===== src/rtl/ffc_pkg.sv =====
// ----------------------------------------------------------------------------
// ffc_pkg
// Types and constants shared by the feedback frame checker modules.
// ----------------------------------------------------------------------------
`default_nettype none

package ffc_pkg;

  localparam logic [7:0] HDR_BYTE = 8'h53;
  localparam logic [7:0] EOL_BYTE = 8'h0A;

  localparam logic [7:0] CMD_RESET     = 8'd70;
  localparam logic [7:0] PAY_LEN_RESET = 8'd56;

  localparam int unsigned POS_CMD     = 3;
  localparam int unsigned POS_LEN_LO  = 4;
  localparam int unsigned POS_LEN_HI  = 5;
  localparam int unsigned POS_PAYLOAD = 6;
  localparam int unsigned POS_CK_OFS  = 6;
  localparam int unsigned POS_END_OFS = 7;

  typedef enum logic [0:0] {
    REG_COMMAND     = 1'b0,
    REG_PAYLOAD_LEN = 1'b1
  } reg_index_t;

  typedef enum logic [2:0] {
    ST_OK           = 3'd0,
    ST_BAD_HEADER   = 3'd1,
    ST_BAD_COMMAND  = 3'd2,
    ST_BAD_SIZE     = 3'd3,
    ST_BAD_END      = 3'd4,
    ST_BAD_CHECKSUM = 3'd5
  } status_t;

  typedef struct packed {
    logic [7:0] rx_byte;
    logic       frame_start;
  } in_item_t;

  typedef struct packed {
    logic       payload_valid;
    logic [7:0] payload_byte;
    logic [7:0] payload_index;
    logic       frame_done;
    logic [2:0] frame_status;
  } out_item_t;

  typedef struct packed {
    logic [7:0] command;
    logic [7:0] payload_len;
  } cfg_t;

endpackage

`default_nettype wire


===== src/rtl/ffc_parse.sv =====
// ----------------------------------------------------------------------------
// ffc_parse
// Frame position, running checksum and first-error tracking; one byte a step.
// ----------------------------------------------------------------------------
`default_nettype none

module ffc_parse #(
  parameter int unsigned POS_W = 9
) (
  input  wire logic               clk,
  input  wire logic               rst,
  input  wire logic               step,
  input  wire ffc_pkg::in_item_t  item,
  input  wire ffc_pkg::cfg_t      cfg,
  output ffc_pkg::out_item_t      result
);

  logic [POS_W-1:0]    byte_position;
  logic [POS_W-1:0]    byte_position_next;
  logic [7:0]          running_sum;
  logic [7:0]          running_sum_next;
  ffc_pkg::status_t    sticky_error;
  ffc_pkg::status_t    sticky_error_next;

  logic [POS_W-1:0]    pos;
  logic [POS_W-1:0]    pos_inc;
  logic [POS_W-1:0]    pay_ofs;
  logic [POS_W-1:0]    ck_pos;
  logic [POS_W-1:0]    end_pos;
  logic [7:0]          b;

  always_comb begin
    b       = item.rx_byte;
    pos     = item.frame_start ? '0 : byte_position;
    pos_inc = pos + POS_W'(1);
    pay_ofs = pos - POS_W'(ffc_pkg::POS_PAYLOAD);
    ck_pos  = POS_W'(cfg.payload_len) + POS_W'(ffc_pkg::POS_CK_OFS);
    end_pos = POS_W'(cfg.payload_len) + POS_W'(ffc_pkg::POS_END_OFS);

    byte_position_next   = pos_inc;
    running_sum_next     = running_sum;
    sticky_error_next    = sticky_error;
    result               = '0;

    if (pos == '0) begin
      running_sum_next  = '0;
      sticky_error_next = (b != ffc_pkg::HDR_BYTE) ? ffc_pkg::ST_BAD_HEADER : ffc_pkg::ST_OK;
    end else if (pos >= end_pos) begin
      byte_position_next = '0;
      result.frame_done  = 1'b1;
      if (sticky_error != ffc_pkg::ST_OK) begin
        result.frame_status = sticky_error;
      end else if (b != ffc_pkg::EOL_BYTE) begin
        result.frame_status = ffc_pkg::ST_BAD_END;
      end else if (running_sum != '0) begin
        result.frame_status = ffc_pkg::ST_BAD_CHECKSUM;
      end else begin
        result.frame_status = ffc_pkg::ST_OK;
      end
    end else if (pos == ck_pos) begin
      running_sum_next = running_sum ^ b;
    end else begin
      running_sum_next = running_sum + b;
      if (pos == POS_W'(ffc_pkg::POS_CMD)) begin
        if (b != cfg.command && sticky_error == ffc_pkg::ST_OK) begin
          sticky_error_next = ffc_pkg::ST_BAD_COMMAND;
        end
      end else if (pos == POS_W'(ffc_pkg::POS_LEN_LO)) begin
        if (b != cfg.payload_len && sticky_error == ffc_pkg::ST_OK) begin
          sticky_error_next = ffc_pkg::ST_BAD_SIZE;
        end
      end else if (pos == POS_W'(ffc_pkg::POS_LEN_HI)) begin
        if (b != '0 && sticky_error == ffc_pkg::ST_OK) begin
          sticky_error_next = ffc_pkg::ST_BAD_SIZE;
        end
      end else if (pos >= POS_W'(ffc_pkg::POS_PAYLOAD)) begin
        result.payload_valid = 1'b1;
        result.payload_byte  = b;
        result.payload_index = 8'(pay_ofs);
      end
    end
  end

  always_ff @(posedge clk) begin
    if (rst) begin
      byte_position <= '0;
      running_sum   <= '0;
      sticky_error  <= ffc_pkg::ST_OK;
    end else if (step) begin
      byte_position <= byte_position_next;
      running_sum   <= running_sum_next;
      sticky_error  <= sticky_error_next;
    end
  end

endmodule

`default_nettype wire


===== config.mk =====
export PLATFORM = sky130hd
export DESIGN_NAME = ffc_parse
export DESIGN_NICKNAME = d
export VERILOG_FILES = /design/src/rtl/ffc_pkg.sv /design/src/rtl/ffc_parse.sv
export SDC_FILE = /design/constraint.sdc
export NUM_CORES = 1
export LEC_CHECK = 0
export ABC_CLOCK_PERIOD_IN_PS = 9300
export BUFFER_PORTS_ARGS = -buffer_cell sky130_fd_sc_hd__buf_2
export CORE_MARGIN = 1
export CORE_UTILIZATION = 35
export CTS_BUF_LIST = sky130_fd_sc_hd__clkbuf_8 sky130_fd_sc_hd__clkbuf_16
export DETAILED_ROUTE_END_ITERATION = 8
export PLACE_DENSITY = 0.65
export SLEW_MARGIN = 40
export SYNTH_ARGS = -nofsm -noshare
export SYNTH_HDL_FRONTEND = slang
export SYNTH_SLANG_ARGS = --single-unit

===== constraint.sdc =====
create_clock -name clk -period 9.3 [get_ports clk]
set_clock_uncertainty 0.2 [all_clocks]
set_input_delay 0.93 -clock clk [delete_from_list [all_inputs] [get_ports clk]]
set_output_delay 0.93 -clock clk [all_outputs]
set_load 0.1 [all_outputs]

-- Yosys cells after proc, flatten, opt, wreduce, memory -nomap -nowiden
Cells that the tools add are included.
- output and inout bits: 21
- register bits: 20
- $add $sub $neg: 5
- equality and inequality tests: 12
- order comparisons: 2
- bitwise gates (word level): 1
- multiplexer cells: 27
- reduce and logical (&&, ||, !) cells: 12
- operators with widths (cell ; count):
    17-bit two-way mux ; 6
    3-bit two-way mux ; 12
    9-bit two-way mux ; 3
    8-bit two-way mux ; 3
    21-bit two-way mux ; 1
    8-bit by 3-bit adder with 9-bit output (second input constant) ; 2
    9-bit by 3-bit == test with 1-bit output (second input constant) ; 2
    8-bit != test ; 2
    8-bit nonzero test ; 2
    9-bit by 1-bit adder with 9-bit output (second input constant) ; 1
    9-bit by 2-bit == test with 1-bit output (second input constant) ; 1
    9-bit == test ; 1
    9-bit by 3-bit greater-or-equal comparator with 1-bit output (second input constant) ; 1
    9-bit greater-or-equal comparator ; 1
    9-bit zero test ; 1
    8-bit adder ; 1
    8-bit by 4-bit != test with 1-bit output (second input constant) ; 1
    8-bit by 7-bit != test with 1-bit output (second input constant) ; 1
    4-bit nonzero test ; 2
    8-bit by 3-bit subtractor with 8-bit output (second input constant) ; 1
    8-bit bitwise XOR ; 1
    7-bit AND reduction ; 1
    4-bit two-way mux ; 1
    2-bit != test (second input constant) ; 2
    7 further kinds ; 9

-- Longest topological paths before layout
Gate-level depths: netlist (run 1).
- word-level depth: 9
- mapped depth: 17
- depth with buffers taken out: 17

-- Worst setup path before layout (run 1)
Ideal clock, no wire load.
- path kind: input to output
- from: input port item[0] in the netlist's numbering
- to: output port result[2] in the netlist's numbering
- path buffers: 0
- cell stages on the path: 8
- data arrival time: 5.367 ns
- slack: 2.803 ns
- data required time: 8.170 ns
- cell sequence: nor2b_1 > inv_1 > ha_1 > nor4b_1 > a32o_1 > or2_0 > o21a_2 > nor4_1
- RTL lines (what ; RTL line ; text):
    start, declared ; ffc_parse.sv:13 ; input wire ffc_pkg::in_item_t item,
    end, declared ; ffc_parse.sv:15 ; output ffc_pkg::out_item_t result

==> results.md, run 1 <==
- GP Congestion: 0.867
- Antenna violations before repair: 0
- Most frequent cells after synthesis: nor2_1, nand2_1, ha_1, a21oi_1, xnor2_1
- # port buffers: 48
- Bufs and invs on worst path: 4
- Adder-cell share of the synthesized area: 0.130
- Share of cells above drive strength 1: 0.167
- # IOs: 49
- Largest net degree at the start of global routing: 18
- Seq/Total Area, Yosys: 0.154
- Setup_tns: 0 ns
- Cells after Synth: 340
- Leakage power: 1.29 nW
- Hold endpoint: running_sum[4]$_SDFFE_PP0P_
- Max-cap violation count: 0
- Fmax achieved: 187 MHz
- CP most frequent cell: nand2_1
- Die area: 7400 um^2
- Clock transition at path regs: 0.08 ns
- Vias per cell: 5.41
- Net Count, Synth: 393
- Main combinational cell family by area after synthesis: simple AND/OR/NAND/NOR gates
- Clk sink count: 19
- Avg Inst Size Synth: 7.27 um^2
- Worst path slowest cell: or3_1
- Slew headroom: 0.547
- Synth Cell Area: 2470 um^2
- Core Area: 6790 um^2
- Compound-Gate Fraction of Synth Area: 0.186
- Synth Register Bits: 19
- Final period utilization: 0.574
- # DRC: 0
- Worst hold start: running_sum[4]$_SDFFE_PP0P_
- Number of setup buffers added after CTS: 0
- R2R setup slack: 5.77 ns
- Detailed Routing Iterations Pass 1: 4
- Fin nets: 431
- Cell depth of the worst flop-to-flop path: 11
- CP max FO: 10
- Placement Cell Area: 2760 um^2
- CP top delay family: simple AND/OR/NAND/NOR gates
- Row cnt: 30
- Pre-CTS WS: 4.02 ns
- Slew @ Worst Pin: 0.678 ns
- EDFF count, synth: 0
- Final hold vios: 0
- Power density over the cells: 72.4 nW/um^2
- Gr usage total: 0.191
- Critical Path RT: 8.17 ns
- Hold_buf cts: 0
- Count of different cell masters after synthesis: 54
- Die H: 86.0 um
- Synth area leader: dfxtp_1
- HPWL Detailed: 5320 um
- Status: completed
- Reg2Reg Launch Point: byte_position[1]$_SDFFE_PP0P_
- Min-delay worst type: flop to flop
- Multiplexer share of the synthesized area: 0.00810
- First-pass GRT wire length: 11200 um
- Slowest stage delay, CP: 0.47 ns
- Top-area cell type share of the netlist area: 0.154
- Post-synthesis xor/xnor area fraction: 0.141
- Htree depth: 1
- Root Buffer: clkbuf_8
- Vias in the first global route: 2335
- Gr ovfl total: 0
- Yosys Warn Count: 0
- Initial Util: 0.364
- RSZ-0062 raised after global routing: false
- Critical-path cell list: buf_2 > inv_1 > ha_1 > nand2_1 > and2_1 > nand2_1 > xor2_1 > ha_1 > nand2_1 > o21ai_0 > a21oi_1 > nor2_1 > or3_1 > or3_1 > inv_2 > and2_1 > buf_2
- Via Count: 2561
- CTS tree: yes
- Hold Path Stages: 2
- CP Capture Type: output port
- Fraction of registers with async set/reset: 0
- Post-synthesis simple-gate area fraction: 0.331
- P&R area growth vs syn: 13.6%
- Cts repair resizes: 0
- Setup CP Type: input pin to output port
- Clock latency on the worst-skew pair: 0.26 ns
- Final slew viol count: 0
- Most common cell in the netlist: nor2_1
- Crit path DAT: 4.21 ns
- Tmin final: 5.34 ns
- Ys flop type: dfxtp_1
- Max Root-Sink Buffers: 2
- Post-route cell area: 2810 um^2
- Critical Path Source Type: input pin
- Drt wl/cell: 14.3 um
- DRT iter0 DRCs: 112
- Setup-failing EPs final: 0
- WL final: 6780 um
- R2R Path End: running_sum[7]$_SDFFE_PP0P_
- Peak supply drop: 0.0000440 V
- Synth top area cells: dfxtp_1, ha_1, xnor2_1
- Setup slack after layout: 3.96 ns
- Diodes inserted: 0
- Tot Pwr: 0.000203 W
- Num CTS Buffers: 3
- Die Wd: 86.0 um
- Final ANT Viol Nets: 0
report_power, final:
part,switching [W],internal [W],total [W]
clock,0.0000310,0.0000299,0.0000609
combinational,0.0000343,0.0000240,0.0000584
sequential,0.00000116,0.0000827,0.0000838
total,0.0000665,0.000137,0.000203
layout by cell type (no fill, tap or decap), types with 4 or more instances in the layout:
master / netlist / layout
xor2_1: 16 / 16
nand2_1: 31 / 31
nor3_1: 8 / 8
a22oi_1: 5 / 5
dfxtp_1: 19 / 19
o21ai_0: 17 / 17
a21o_1: 5 / 5
buf_2: 6 / 48
nand3_1: 12 / 12
o21ai_1: 4 / 4
nor2b_1: 7 / 7
nand2b_1: 9 / 9
nor4_1: 7 / 7
and2_1: 12 / 12
and3_1: 5 / 5
ha_1: 24 / 24
inv_1: 11 / 11
nand4_1: 4 / 4
nor2_1: 35 / 35
a21oi_1: 23 / 23
xnor2_1: 22 / 22
worst max path at each step:
stage	startpoint	to	slack [ns]	cells after the start
2_1_floorplan	item[0]	result[2]	2.80	8
3_3_place_gp	cfg[1]	result[6]	4.09	17
3_5_place_dp	cfg[1]	result[19]	4.02	17
4_1_cts	cfg[1]	result[19]	4.00	17
5_1_grt	cfg[1]	result[19]	3.74	17
6_report	cfg[1]	result[18]	3.96	17
metrics by stage:
| stage | utilization | instances | hold WS [ns] |
|---|---|---|---|
| 2_1_floorplan | - | 340 | 0.242 |
| 3_3_place_gp | 0.406 | 469 | 0.265 |
| 3_5_place_dp | 0.406 | 469 | 0.266 |
| 4_1_cts | 0.413 | 473 | 0.277 |
| 5_1_grt | 0.413 | 473 | 0.331 |
| 6_report | 0.413 | 473 | 0.274 |
worst min-delay path: stages (launching register included):
cell and delay, ns:
dfxtp_1 0.33, nand2_1 0.05, o21ai_1 0.05
state kept, by name, summed over array words and instances, names as in the netlist:
signal,cells
sticky_error,2
running_sum,8
byte_position,9
final cells by class:
type                            count  area (um^2)
Sequential cell                    19          380
Clock buffer                        3         41.3
Fill cell                         725         3990
Tap cell                           96          120
Clock inverter                      1         5.00
Inverter                           14         52.6
Multi-Input combinational cell    292         1970
Timing Repair Buffer               48          240
cell families after synthesis:
family,Yosys count
muxes,2
DFF,19
and+or+nand+nor,152
xor gates and xnor gates,39
buffers and inverters,29
AOI/OAI and AO/OA,74
adders and majority gates,25
per-layer routing:
metal,routed length (um),vias up,global-route usage,part of all wire
li1,-,1272,-,-
met1,3280,1219,0.260,0.48
met2,3150,61,0.314,0.46
met3,239,9,0.0135,0.035
met4,117,0,0.0712,0.017
met5,0,-,0,0
(Power assumes the default switching activity.)
==> run 2, diff against run 1 <==
Settings changed: ABC_CLOCK_PERIOD_IN_PS 9300 to 5600.
Clock period 9.3 ns to 5.6 ns, I/O delays scaled along.
==> results.md, run 2 (same netlist as run 1, synthesis figures left out) <==
- WL final: 6670 um (-1.7%)
- CTS tree: yes
- DRT iter0 DRCs: 119 (+6.3%)
- Vias per cell: 5.36 (-0.94%)
- Critical Path RT: 4.84 ns (-3.33 ns)
- First-pass GRT wire length: 11200 um (-0.24%)
- Slew headroom: 0.533 (-0.0137)
- Die Wd: 86.0 um (unchanged)
- Setup slack after layout: 1.04 ns (-2.92 ns)
- Final hold vios: 0 (unchanged)
- Fin nets: 431 (unchanged)
- Row cnt: 30 (unchanged)
- Gr ovfl total: 0 (unchanged)
- Setup-failing EPs final: 0 (unchanged)
- Critical Path Source Type: input pin
- Filler cells: 715 (-1.4%)
- Status: completed
- RSZ-0062 raised after global routing: false
- Power density over the cells: 120 nW/um^2 (+66%)
- Setup CP Type: input pin to output port
- Max Root-Sink Buffers: 2 (unchanged)
- Share of cells above drive strength 1: 0.170 (+0.00265)
- CP max FO: 10 (unchanged)
- Registers with the most flip-flops: byte_position (9), running_sum (8), sticky_error (2)
- Peak supply drop: 0.0000568 V (+29%)
- Initial Util: 0.364 (unchanged)
- Leakage power: 1.29 nW (-0.20%)
- Tot Pwr: 0.000337 W (+66%)
- Hold_buf cts: 0 (unchanged)
- Tmin final: 4.56 ns
- Die H: 86.0 um (unchanged)
- # port buffers: 48 (unchanged)
- Final period utilization: 0.814
- Core Area: 6790 um^2 (unchanged)
- Slew @ Worst Pin: 0.699 ns (+0.0205 ns)
- Cts repair resizes: 0 (unchanged)
- Max-cap violation count: 0 (unchanged)
- P&R area growth vs syn: 13.9%
- Detailed Routing Iterations Pass 1: 4 (unchanged)
- Num CTS Buffers: 3 (unchanged)
- Largest net degree at the start of global routing: 18 (unchanged)
- Vias in the first global route: 2320 (-0.64%)
- # IOs: 49 (unchanged)
- Clock transition at path regs: 0.08 ns (about the same)
- Number of flip-flops under the largest register name: 9 (unchanged)
- Setup_tns: 0 ns (unchanged)
- CP Capture Type: output port
- Clock latency on the worst-skew pair: 0.26 ns (about the same)
- Gr usage total: 0.188 (-0.00244)
- Antenna violations before repair: 0 (unchanged)
- Hold Slack: 0.277 ns (+0.00238 ns)
- Via Count: 2537 (-0.94%)
- Pre-CTS WS: 1.06 ns (-2.96 ns)
- Most frequent cells in the layout: buf_2, nor2_1, nand2_1, ha_1, a21oi_1
- Clk sink count: 19 (unchanged)
- Drt wl/cell: 14.1 um (-1.7%)
- Die area: 7400 um^2 (unchanged)
- Number of setup buffers added after CTS: 0 (unchanged)
- Cells after DPL: 469 (unchanged)
- Root Buffer: clkbuf_8
- Most common cell after layout, fill and taps aside: buf_2
- # DRC: 0 (unchanged)
- Largest Register: byte_position
- Crit path DAT: 3.80 ns (-0.41 ns)
- HPWL Detailed: 5270 um (-1.0%)
- Final std cells w/o fill: 473 (unchanged)
- Htree depth: 1 (unchanged)
- Min-delay worst type: flop to flop
- Fmax achieved: 219 MHz
- Final ANT Viol Nets: 0 (unchanged)
- Diodes inserted: 0 (unchanged)
- GP Congestion: 0.815 (-6.0%)
- Final slew viol count: 0 (unchanged)
run 2: changes by cell type in the layout (fill, tap and decap cells not counted), sizes merged:
cell and change:
clkinvlp +1, clkinv -1
run 2: worst max-delay path: stages:
cell,delay [ns]
buf_2,0.13
inv_1,0.10
ha_1,0.25
nand2_1,0.11
and2_1,0.18
nand2_1,0.08
xor2_1,0.16
ha_1,0.25
nand2_1,0.07
o21ai_0,0.08
a21oi_1,0.17
nor2_1,0.06
or3_1,0.36
or3_1,0.46
inv_2,0.19
and2_1,0.15
buf_2,0.42
run 2: cell type report:
class                      instances  area, um^2  area share
multi-input combinational        292        1970       0.701
sequential                        19         380       0.135
timing repair buffer              48         240      0.0853
tap                               96         120      0.0427
inverter                          14        52.6      0.0187
clock buffer                       3        41.3      0.0147
clock inverter                     1        7.51     0.00267
run 2: power breakdown:
group / internal [W] / switching (W) / leakage [nW]
logic: 0.0000398 / 0.0000562 / 1.12
clock network: 0.0000503 / 0.0000518 / 0.0217
registers: 0.000137 / 0.00000207 / 0.154
run 2: path summary, 6_finish.rpt:
path,slack (ns),cells past startpoint,from,endpoint
setup / recovery,1.04,17,cfg[1],result[16]
hold / removal,0.28,2,running_sum[2]$_SDFFE_PP0P_,running_sum[2]$_SDFFE_PP0P_
setup reg to reg,2.04,11,byte_position[1]$_SDFFE_PP0P_,running_sum[7]$_SDFFE_PP0P_
hold reg to reg,0.28,2,running_sum[2]$_SDFFE_PP0P_,running_sum[2]$_SDFFE_PP0P_
run 2: layer usage:
| layer | up-vias | wire length [um] | GRT usage |
|---|---|---|---|
| li1 | 1269 | - | - |
| met1 | 1178 | 3010 | 0.253 |
| met2 | 85 | 3180 | 0.328 |
| met3 | 5 | 407 | 0.0125 |
| met4 | 0 | 71 | 0.0455 |
| met5 | - | 0 | 0 |
run 2: metrics by stage:
stage	util	instance area, um^2
2_1_floorplan	-	2480
3_3_place_gp	0.407	2770
3_5_place_dp	0.407	2770
4_1_cts	0.414	2820
5_1_grt	0.414	2820
6_report	0.414	2820
